**config.mk**
```make
export PLATFORM = sky130hd
export DESIGN_NAME = icmpv6_message_option_parser_top
export DESIGN_NICKNAME = d
export VERILOG_FILES = /design/src/rtl/icmp6_mop_pkg.sv /design/src/rtl/icmp6_mop_core.sv /design/src/rtl/icmp6_mop_queue.sv /design/src/rtl/icmpv6_message_option_parser_top.sv
export SDC_FILE = /design/constraint.sdc
export NUM_CORES = 1
export LEC_CHECK = 0
export BUFFER_PORTS_ARGS = -buffer_cell sky130_fd_sc_hd__buf_4
export CAP_MARGIN = 0
export CORE_MARGIN = 2
export CORE_UTILIZATION = 44
export DETAILED_ROUTE_END_ITERATION = 8
export PLACE_DENSITY_LB_ADDON = 0.3
export SLEW_MARGIN = 20
export SYNTH_ARGS = -nofsm -noshare
export SYNTH_HDL_FRONTEND = slang
export SYNTH_SLANG_ARGS = --single-unit
```
**constraint.sdc**
```tcl
create_clock -name clk -period 6 [get_ports clk]
set_input_delay 0 -clock clk [delete_from_list [all_inputs] [get_ports clk]]
set_output_delay 0 -clock clk [all_outputs]
set_load 0.05 [all_outputs]
```
**src/rtl/icmp6_mop_pkg.sv**
```systemverilog
// shared types, codes and helpers for the icmpv6 message and option parser
package icmp6_mop_pkg;

    localparam logic [15:0] MAX_MESSAGE_BYTES = 16'hFFFF;
    localparam logic [15:0] POS_MAX           = 16'hFFFF;
    localparam logic [15:0] MIN_MESSAGE_BYTES = 16'd4;
    localparam logic [15:0] UNIT_BYTES        = 16'd8;
    localparam logic [15:0] MIN_OPTION_ROOM   = 16'd2;

    localparam int QDEPTH = 4;
    localparam int QPTR_W = $clog2(QDEPTH);
    localparam int QCNT_W = QPTR_W + 1;

    localparam logic [7:0] TYPE_ERR_FIRST  = 8'd1;
    localparam logic [7:0] TYPE_ERR_LAST   = 8'd4;
    localparam logic [7:0] TYPE_ECHO_REQ   = 8'd128;
    localparam logic [7:0] TYPE_ECHO_REPLY = 8'd129;
    localparam logic [7:0] TYPE_RS         = 8'd133;
    localparam logic [7:0] TYPE_RA         = 8'd134;
    localparam logic [7:0] TYPE_NS         = 8'd135;
    localparam logic [7:0] TYPE_NA         = 8'd136;
    localparam logic [7:0] TYPE_REDIRECT   = 8'd137;

    localparam logic [1:0] KIND_MESSAGE = 2'd0;
    localparam logic [1:0] KIND_OPTION  = 2'd1;
    localparam logic [1:0] KIND_END     = 2'd2;

    localparam logic [2:0] STATUS_PAYLOAD      = 3'd0;
    localparam logic [2:0] STATUS_OPTIONS      = 3'd1;
    localparam logic [2:0] STATUS_UNSUPPORTED  = 3'd2;
    localparam logic [2:0] STATUS_SHORT_HEADER = 3'd3;
    localparam logic [2:0] STATUS_SHORT_MIN    = 3'd4;

    localparam logic [1:0] REASON_NONE    = 2'd0;
    localparam logic [1:0] REASON_ZERO    = 2'd1;
    localparam logic [1:0] REASON_OVERRUN = 2'd2;

    typedef struct packed {
        logic [7:0]  data_byte;
        logic        first_byte;
        logic        last_byte;
        logic [15:0] message_length;
    } in_item_t;

    typedef struct packed {
        logic [1:0]  record_kind;
        logic [2:0]  message_status;
        logic [7:0]  message_type;
        logic [15:0] payload_offset;
        logic [15:0] payload_length;
        logic [7:0]  option_type;
        logic [15:0] option_offset;
        logic [10:0] option_length;
        logic [1:0]  end_reason;
        logic        last_result;
    } result_t;

    typedef struct packed {
        logic [1:0] num;
        result_t    rec0;
        result_t    rec1;
    } push_t;

    function automatic logic [5:0] nd_header_size(logic [7:0] t);
        logic [5:0] h;
        case (t)
            TYPE_RS:       h = 6'd8;
            TYPE_RA:       h = 6'd16;
            TYPE_NS:       h = 6'd24;
            TYPE_NA:       h = 6'd24;
            TYPE_REDIRECT: h = 6'd40;
            default:       h = 6'd0;
        endcase
        return h;
    endfunction

    function automatic result_t end_record(logic [1:0] reason);
        result_t r;
        r             = '0;
        r.record_kind = KIND_END;
        r.end_reason  = reason;
        r.last_result = 1'b1;
        return r;
    endfunction

endpackage

```
**src/rtl/icmp6_mop_core.sv**
```systemverilog
// parse state and per-byte record generation
module icmp6_mop_core (
    input  logic                   clk,
    input  logic                   rst_n,
    input  logic                   fire,
    input  icmp6_mop_pkg::in_item_t item,
    output icmp6_mop_pkg::push_t    push
);
    import icmp6_mop_pkg::*;

    logic [15:0] byte_pos_reg, byte_pos_next;
    logic [15:0] rem_reg, rem_next;
    logic [15:0] noo_reg, noo_next;
    logic [7:0]  opt_type_reg, opt_type_next;
    logic        walk_reg, walk_next;

    logic [15:0] len_sat;
    logic [15:0] hdr;
    logic [15:0] len_rem;
    logic [15:0] pos_inc;
    logic [10:0] olen;
    logic [15:0] rem_after;
    result_t     msg_rec;
    result_t     opt_rec;

    always_comb
    begin
        byte_pos_next = byte_pos_reg;
        rem_next      = rem_reg;
        noo_next      = noo_reg;
        opt_type_next = opt_type_reg;
        walk_next     = walk_reg;
        push          = '0;
        msg_rec       = '0;
        opt_rec       = '0;
        len_sat   = (item.message_length > MAX_MESSAGE_BYTES) ? MAX_MESSAGE_BYTES
                                                             : item.message_length;
        hdr       = {10'd0, nd_header_size(item.data_byte)};
        len_rem   = len_sat - hdr;
        pos_inc   = (byte_pos_reg == POS_MAX) ? byte_pos_reg : byte_pos_reg + 16'd1;
        olen      = {item.data_byte, 3'b000};
        rem_after = rem_reg - {5'd0, olen};
        if (fire)
        begin
            if (item.first_byte)
            begin
                byte_pos_next        = '0;
                walk_next            = 1'b0;
                msg_rec.record_kind  = KIND_MESSAGE;
                msg_rec.message_type = item.data_byte;
                if (len_sat < MIN_MESSAGE_BYTES)
                begin
                    msg_rec.message_status = STATUS_SHORT_MIN;
                end
                else if (item.data_byte inside {[TYPE_ERR_FIRST:TYPE_ERR_LAST],
                                                TYPE_ECHO_REQ, TYPE_ECHO_REPLY})
                begin
                    if (len_sat < UNIT_BYTES)
                    begin
                        msg_rec.message_status = STATUS_SHORT_HEADER;
                    end
                    else
                    begin
                        msg_rec.message_status = STATUS_PAYLOAD;
                        msg_rec.payload_offset = UNIT_BYTES;
                        msg_rec.payload_length = len_sat - UNIT_BYTES;
                    end
                end
                else if (hdr != '0)
                begin
                    if (len_sat < hdr)
                    begin
                        msg_rec.message_status = STATUS_SHORT_HEADER;
                    end
                    else
                    begin
                        msg_rec.message_status = STATUS_OPTIONS;
                        noo_next               = hdr;
                        rem_next               = len_rem;
                        walk_next              = 1'b1;
                    end
                end
                else
                begin
                    msg_rec.message_status = STATUS_UNSUPPORTED;
                end
                push.rec0 = msg_rec;
                push.num  = 2'd1;
                if (!walk_next || (len_rem < MIN_OPTION_ROOM) || item.last_byte)
                begin
                    push.rec1 = end_record(REASON_NONE);
                    push.num  = 2'd2;
                    walk_next = 1'b0;
                end
            end
            else
            begin
                byte_pos_next = pos_inc;
                if (walk_reg)
                begin
                    if (pos_inc == noo_reg)
                    begin
                        opt_type_next = item.data_byte;
                    end
                    else if ({1'b0, pos_inc} == ({1'b0, noo_reg} + 17'd1))
                    begin
                        if (item.data_byte == 8'd0)
                        begin
                            push.rec0 = end_record(REASON_ZERO);
                            push.num  = 2'd1;
                            walk_next = 1'b0;
                        end
                        else if ({5'd0, olen} > rem_reg)
                        begin
                            push.rec0 = end_record(REASON_OVERRUN);
                            push.num  = 2'd1;
                            walk_next = 1'b0;
                        end
                        else
                        begin
                            opt_rec.record_kind   = KIND_OPTION;
                            opt_rec.option_type   = opt_type_reg;
                            opt_rec.option_offset = noo_reg;
                            opt_rec.option_length = olen;
                            push.rec0             = opt_rec;
                            push.num              = 2'd1;
                            noo_next              = noo_reg + {5'd0, olen};
                            rem_next              = rem_after;
                            if (rem_after < MIN_OPTION_ROOM)
                            begin
                                push.rec1 = end_record(REASON_NONE);
                                push.num  = 2'd2;
                                walk_next = 1'b0;
                            end
                        end
                    end
                    if (item.last_byte && walk_next)
                    begin
                        if (push.num == 2'd0)
                        begin
                            push.rec0 = end_record(REASON_NONE);
                        end
                        else
                        begin
                            push.rec1 = end_record(REASON_NONE);
                        end
                        push.num  = push.num + 2'd1;
                        walk_next = 1'b0;
                    end
                end
            end
        end
    end

    always_ff @(posedge clk or negedge rst_n)
    begin
        if (!rst_n)
        begin
            byte_pos_reg <= '0;
            rem_reg      <= '0;
            noo_reg      <= '0;
            opt_type_reg <= '0;
            walk_reg     <= 1'b0;
        end
        else
        begin
            byte_pos_reg <= byte_pos_next;
            rem_reg      <= rem_next;
            noo_reg      <= noo_next;
            opt_type_reg <= opt_type_next;
            walk_reg     <= walk_next;
        end
    end

    a_second_is_end: assert property (@(posedge clk) disable iff (!rst_n)
        (push.num == 2'd2) |-> (push.rec1.record_kind == KIND_END && push.rec1.last_result))
        else $error("second record of a byte is not an end record");

    a_end_is_final: assert property (@(posedge clk) disable iff (!rst_n)
        (push.num == 2'd1 && push.rec0.record_kind == KIND_END) |-> !walk_next)
        else $error("walk still active after end record");

    a_walk_moves_on_fire: assert property (@(posedge clk) disable iff (!rst_n)
        ($rose(walk_reg) || $fell(walk_reg)) |-> $past(fire))
        else $error("walk state changed without a request");

endmodule

```
**src/rtl/icmp6_mop_queue.sv**
```systemverilog
// result queue taking up to two records per cycle and releasing one while rec_ready is high
module icmp6_mop_queue (
    input  logic                   clk,
    input  logic                   rst_n,
    input  icmp6_mop_pkg::push_t    push,
    output logic                   room,
    output logic                   rec_valid,
    input  logic                   rec_ready,
    output icmp6_mop_pkg::result_t  rec
);
    import icmp6_mop_pkg::*;

    result_t            q_reg [QDEPTH];
    logic [QPTR_W-1:0]  wr_ptr_reg, wr_ptr_next;
    logic [QPTR_W-1:0]  rd_ptr_reg, rd_ptr_next;
    logic [QCNT_W-1:0]  count_reg, count_next;
    logic               pop;

    assign rec_valid = (count_reg != '0);
    assign rec       = q_reg[rd_ptr_reg];
    assign pop       = rec_valid && rec_ready;
    assign room      = (count_reg <= QCNT_W'(QDEPTH - 2));

    always_comb
    begin
        wr_ptr_next = wr_ptr_reg + QPTR_W'(push.num);
        rd_ptr_next = rd_ptr_reg + QPTR_W'(pop);
        count_next  = count_reg + QCNT_W'(push.num) - QCNT_W'(pop);
    end

    always_ff @(posedge clk)
    begin
        if (push.num != 2'd0)
        begin
            q_reg[wr_ptr_reg] <= push.rec0;
        end
        if (push.num == 2'd2)
        begin
            q_reg[wr_ptr_reg + QPTR_W'(1)] <= push.rec1;
        end
    end

    always_ff @(posedge clk or negedge rst_n)
    begin
        if (!rst_n)
        begin
            wr_ptr_reg <= '0;
            rd_ptr_reg <= '0;
            count_reg  <= '0;
        end
        else
        begin
            wr_ptr_reg <= wr_ptr_next;
            rd_ptr_reg <= rd_ptr_next;
            count_reg  <= count_next;
        end
    end

    a_count_bound: assert property (@(posedge clk) disable iff (!rst_n)
        count_reg <= QCNT_W'(QDEPTH))
        else $error("queue count above depth");

    a_push_fits: assert property (@(posedge clk) disable iff (!rst_n)
        (push.num != 2'd0) |-> (count_reg <= QCNT_W'(QDEPTH - 2)))
        else $error("records pushed without room");

endmodule

```
**src/rtl/icmpv6_message_option_parser_top.sv**
```systemverilog
// top level: request register, parser core and result queue
//
// channel  dir  handshake                payload
// item     in   item_valid / item_ready  in_item_t (one message byte)
// rec      out  rec_valid / rec_ready    result_t (message, option or end record)
//
// one byte per cycle unless stalled; a byte is parsed from the request register
// a byte yields zero to two records, queued four deep, popped one per ready cycle
// the parse stage holds while fewer than two queue slots are free
// rst_n clears the walk state, the request valid flag and the queue pointers and count
module icmpv6_message_option_parser_top (
    input  logic                   clk,
    input  logic                   rst_n,
    input  logic                   item_valid,
    output logic                   item_ready,
    input  icmp6_mop_pkg::in_item_t item,
    output logic                   rec_valid,
    input  logic                   rec_ready,
    output icmp6_mop_pkg::result_t  rec
);
    import icmp6_mop_pkg::*;

    in_item_t item_reg;
    logic     item_valid_reg, item_valid_next;
    logic     room;
    logic     fire;
    push_t    push;

    assign fire            = item_valid_reg && room;
    assign item_ready      = !item_valid_reg || fire;
    assign item_valid_next = (item_valid && item_ready) || (item_valid_reg && !fire);

    always_ff @(posedge clk)
    begin
        if (item_valid && item_ready)
        begin
            item_reg <= item;
        end
    end

    always_ff @(posedge clk or negedge rst_n)
    begin
        if (!rst_n)
        begin
            item_valid_reg <= 1'b0;
        end
        else
        begin
            item_valid_reg <= item_valid_next;
        end
    end

    icmp6_mop_core u_core (
        .clk   (clk),
        .rst_n (rst_n),
        .fire  (fire),
        .item  (item_reg),
        .push  (push)
    );

    icmp6_mop_queue u_queue (
        .clk       (clk),
        .rst_n     (rst_n),
        .push      (push),
        .room      (room),
        .rec_valid (rec_valid),
        .rec_ready (rec_ready),
        .rec       (rec)
    );

endmodule

```
==> impl_results.md <==
* Sequential Power Share at 0.387
* Final hold slack at 134 ps
* Worst-path maximum fanout at 13
* Async SR Flop Fraction at 0.182
* I/O pin cnt at roughly 120
* Combinational fraction of design power at 0.298
* Setup CP Type: flip-flop to flip-flop
* Starting Density at 0.444
* Max Root-Sink Buffers at 3
* Initial DRT Pass Iterations at 5
* #FFs+latches synth at 335
* Pint at 0.00473 W
* Leak at 7.24 nW
* Worst-path clk slew at 60 ps
* Layout Nets at 2,051
* Total power at 0.00738 W
* Worst setup SP type: flip-flop
* Syn Inst Count at approximately 1,900
* Residual DRC at 0
* H-tree depth at 2
* # setup viols final at 0
* DR vias/cell at 5.61
* CTS sink count at 335
* Die area at 0.0394 sq mm
* Drt total wl at 48,200 um
* Fraction of layout cells with a size suffix above 1 at 0.155
* Max Cap Violations at 0
* Switching share of power at 0.359
* Clock root buffer: clkbuf_16
* Clock buffer count from CTS at 36
* Post-synth EDFFs at 30
* Power Dens Cells at 381 mW/mm^2
* Top_reg_cell synth: dfxtp_1
* Number of port buffers at 96
* Clk Latency, worst-skew pair at 540 ps
* Final Cycle Share at 0.920
* Antenna diode count at 0
* RSZ-0062 raised after global routing: false
* Status: complete, no violations
* CP endpoint kind: flip-flop
* Most frequent cells in the layout: nand2_1, a21oi_1, dfxtp_1, buf_4, nor2_1
* Syn_area_per_cell at between 8 and 9 sq um
* Worst-margin pin slew at 970 ps
* GR Util All Layers at 0.245
* Post-CTS Setup Inserts at 0
* Die width at 199 um
* Max incr delay on CP at 720 ps
* Register area share after synthesis at 0.439
* Cell Chain, Critical Path: nand4_1, nor4_1, mux2i_1, xnor2_1, or4_4, nor4b_4, nand3_1, ha_1, a21oi_1, a221oi_2, buf_4, nand2_1, ha_1, fa_1, xor2_1, xnor2_1
* Crit path DAT at 5950 ps
* Power share of the clock group at 0.315
* Core box area at 0.0375 sq mm
* Synth Cell Area at 0.0166 sq mm
* Clock skew at roughly 12 ps
* Detailed Place HPWL at between 30,000 and 40,000 um
* Final hold vios at 0
* Slew margin rel. at 0.350
* GRT overflow at 0
* ANT nets after route at 0
* Commonest non-fill, non-tap cell in the layout: nand2_1
* Maximum vdd drop at approximately 220 uV
* Distinct cells, synth at 74
* Initial antenna violation count at 1
* Final GP Congestion at 0.861
* Worst min path class: primary input to async pin
* CP required at 6430 ps
* Slew Viols, Final at 0
* Wire per inst at 19.1 um
* Vias in the first global route at 13,800
* Max FFs per register at 248
* Fillers at 3,504
* Die height at 199 um
* Largest net degree at the start of global routing at 62
* Slowest stage cell, crit path: nor4_1
* CTS tree: done
* NetSw at 0.00265 W
* DR vias at between 10,000 and 15,000
* First-pass GRT wire length at 75,800 um
* Peak Freq at about 180 MHz
* Min Tclk post-route at approximately 5500 ps
* YS warnings at 0
* DRT iter0 DRCs at 1,114
* Site Rows at 71
* Syn-to-layout area delta at 16.3%
* TNS Setup at 0 ps
## critical path, delay by kind of cell, from the launching register on
family / cells / cell delay [ps]
simple gates: 6 / 2560
fa+ha+maj: 3 / 1110
flops: 1 / 440
xor+xnor: 3 / 390
compound gates: 2 / 390
mux: 1 / 310
buf+inv: 1 / 230
## layout make-up
| type | count | area, sq um | share of cell area |
|---|---|---|---|
| inverter | 30 | 113 | 0.00582 |
| multi-input combinational | 1416 | 8600 | 0.444 |
| sequential | 335 | 7320 | 0.378 |
| clock buffer | 47 | 1060 | 0.0546 |
| clock inverter | 19 | 186 | 0.00963 |
| timing repair buffer | 171 | 1440 | 0.0746 |
| tap | 511 | 639 | 0.0330 |
## worst paths after layout
check | start | end | slack (ps) | depth (start not counted)
setup / recovery | u_core.byte_pos_reg[3] | u_queue.count_reg[2] | 480 | 16
hold / removal | rst_n | u_core.byte_pos_reg[8] | 130 | 2
hold reg to reg | u_queue.q_reg[2][75] | u_queue.q_reg[2][75] | 450 | 2
min in group clk | item[4] | item_reg[4] | 180 | 2
setup reg to reg | u_core.byte_pos_reg[3] | u_queue.count_reg[2] | 480 | 16
max in group asynchronous | rst_n | u_queue.rd_ptr_reg[0] | 5220 | 2
## stage by stage
stage | utilization | setup slack [ps] | area, sq um | instances
finish | 0.516 | 480 | 19400 | 2529
global route | 0.516 | 149 | 19400 | 2529
CTS | 0.516 | 541 | 19400 | 2529
detailed placement | 0.475 | 550 | 17800 | 2434
global placement | 0.475 | 671 | 17800 | 2434
floorplan | - | 1370 | 16700 | 1934
## cells by family after synthesis
group | count (synthesis) | share of synthesized area
other cells | 1 | 0.000225
mux | 84 | 0.0981
flops | 335 | 0.439
compound gates | 414 | 0.140
xor+xnor | 54 | 0.0284
buf+inv | 183 | 0.0538
fa+ha+maj | 31 | 0.0251
simple gates | 815 | 0.215
## power groups by stage
stage | Combinational [W] | Sequential [W] | Clock [W]
3_3_place_gp | 0.00213 | 0.00290 | 0
6_report | 0.00220 | 0.00286 | 0.00232
2_1_floorplan | 0.00178 | 0.00265 | 0
4_1_cts | 0.00220 | 0.00286 | 0.00236
5_1_grt | 0.00239 | 0.00290 | 0.00245
3_5_place_dp | 0.00217 | 0.00290 | 0
## Yosys cell counts, types with 5 or more instances
cell type / count / area [sq um]
nand2_1: 525 / 1970
clkbuf_1: 72 / 270
buf_4: 32 / 240
buf_2: 35 / 175
o31ai_1: 9 / 67.6
or2_2: 6 / 37.5
xor2_1: 17 / 149
nor2_1: 76 / 285
nor2b_1: 11 / 68.8
ha_1: 27 / 338
and3_1: 10 / 62.6
a21oi_1: 287 / 1440
nand4_1: 10 / 62.6
xnor2_1: 37 / 324
mux2_2: 13 / 146
mux4_2: 62 / 1400
a31oi_1: 5 / 31.3
buf_1: 8 / 30.0
o22ai_1: 5 / 31.3
a31o_2: 5 / 43.8
nor3_1: 24 / 120
nand2b_1: 15 / 93.8
or3_1: 14 / 87.6
dfrtp_1: 61 / 1530
buf_6: 6 / 67.6
o21bai_1: 8 / 60.1
o211ai_1: 5 / 37.5
edfxtp_1: 30 / 901
nand3_1: 49 / 245
o21ai_0: 46 / 230
mux2i_1: 9 / 90.1
a211oi_1: 6 / 45.0
dfxtp_1: 244 / 4880
inv_1: 30 / 113
and2_1: 39 / 244
nor4_1: 15 / 93.8
## timing repair
action	in CTS	in global routing
hold buffers	29	0
hold endpoints to repair	89	0
gates resized for setup	0	0
## routing by layer
metal	vias up	track usage	routed length (um)
met1	6930	0.340	21000
met3	68	0.0293	3430
met2	487	0.403	22600
met4	0	0.0752	1120
met5	-	0	0
li1	6711	-	-
(Power assumes the default switching activity.)
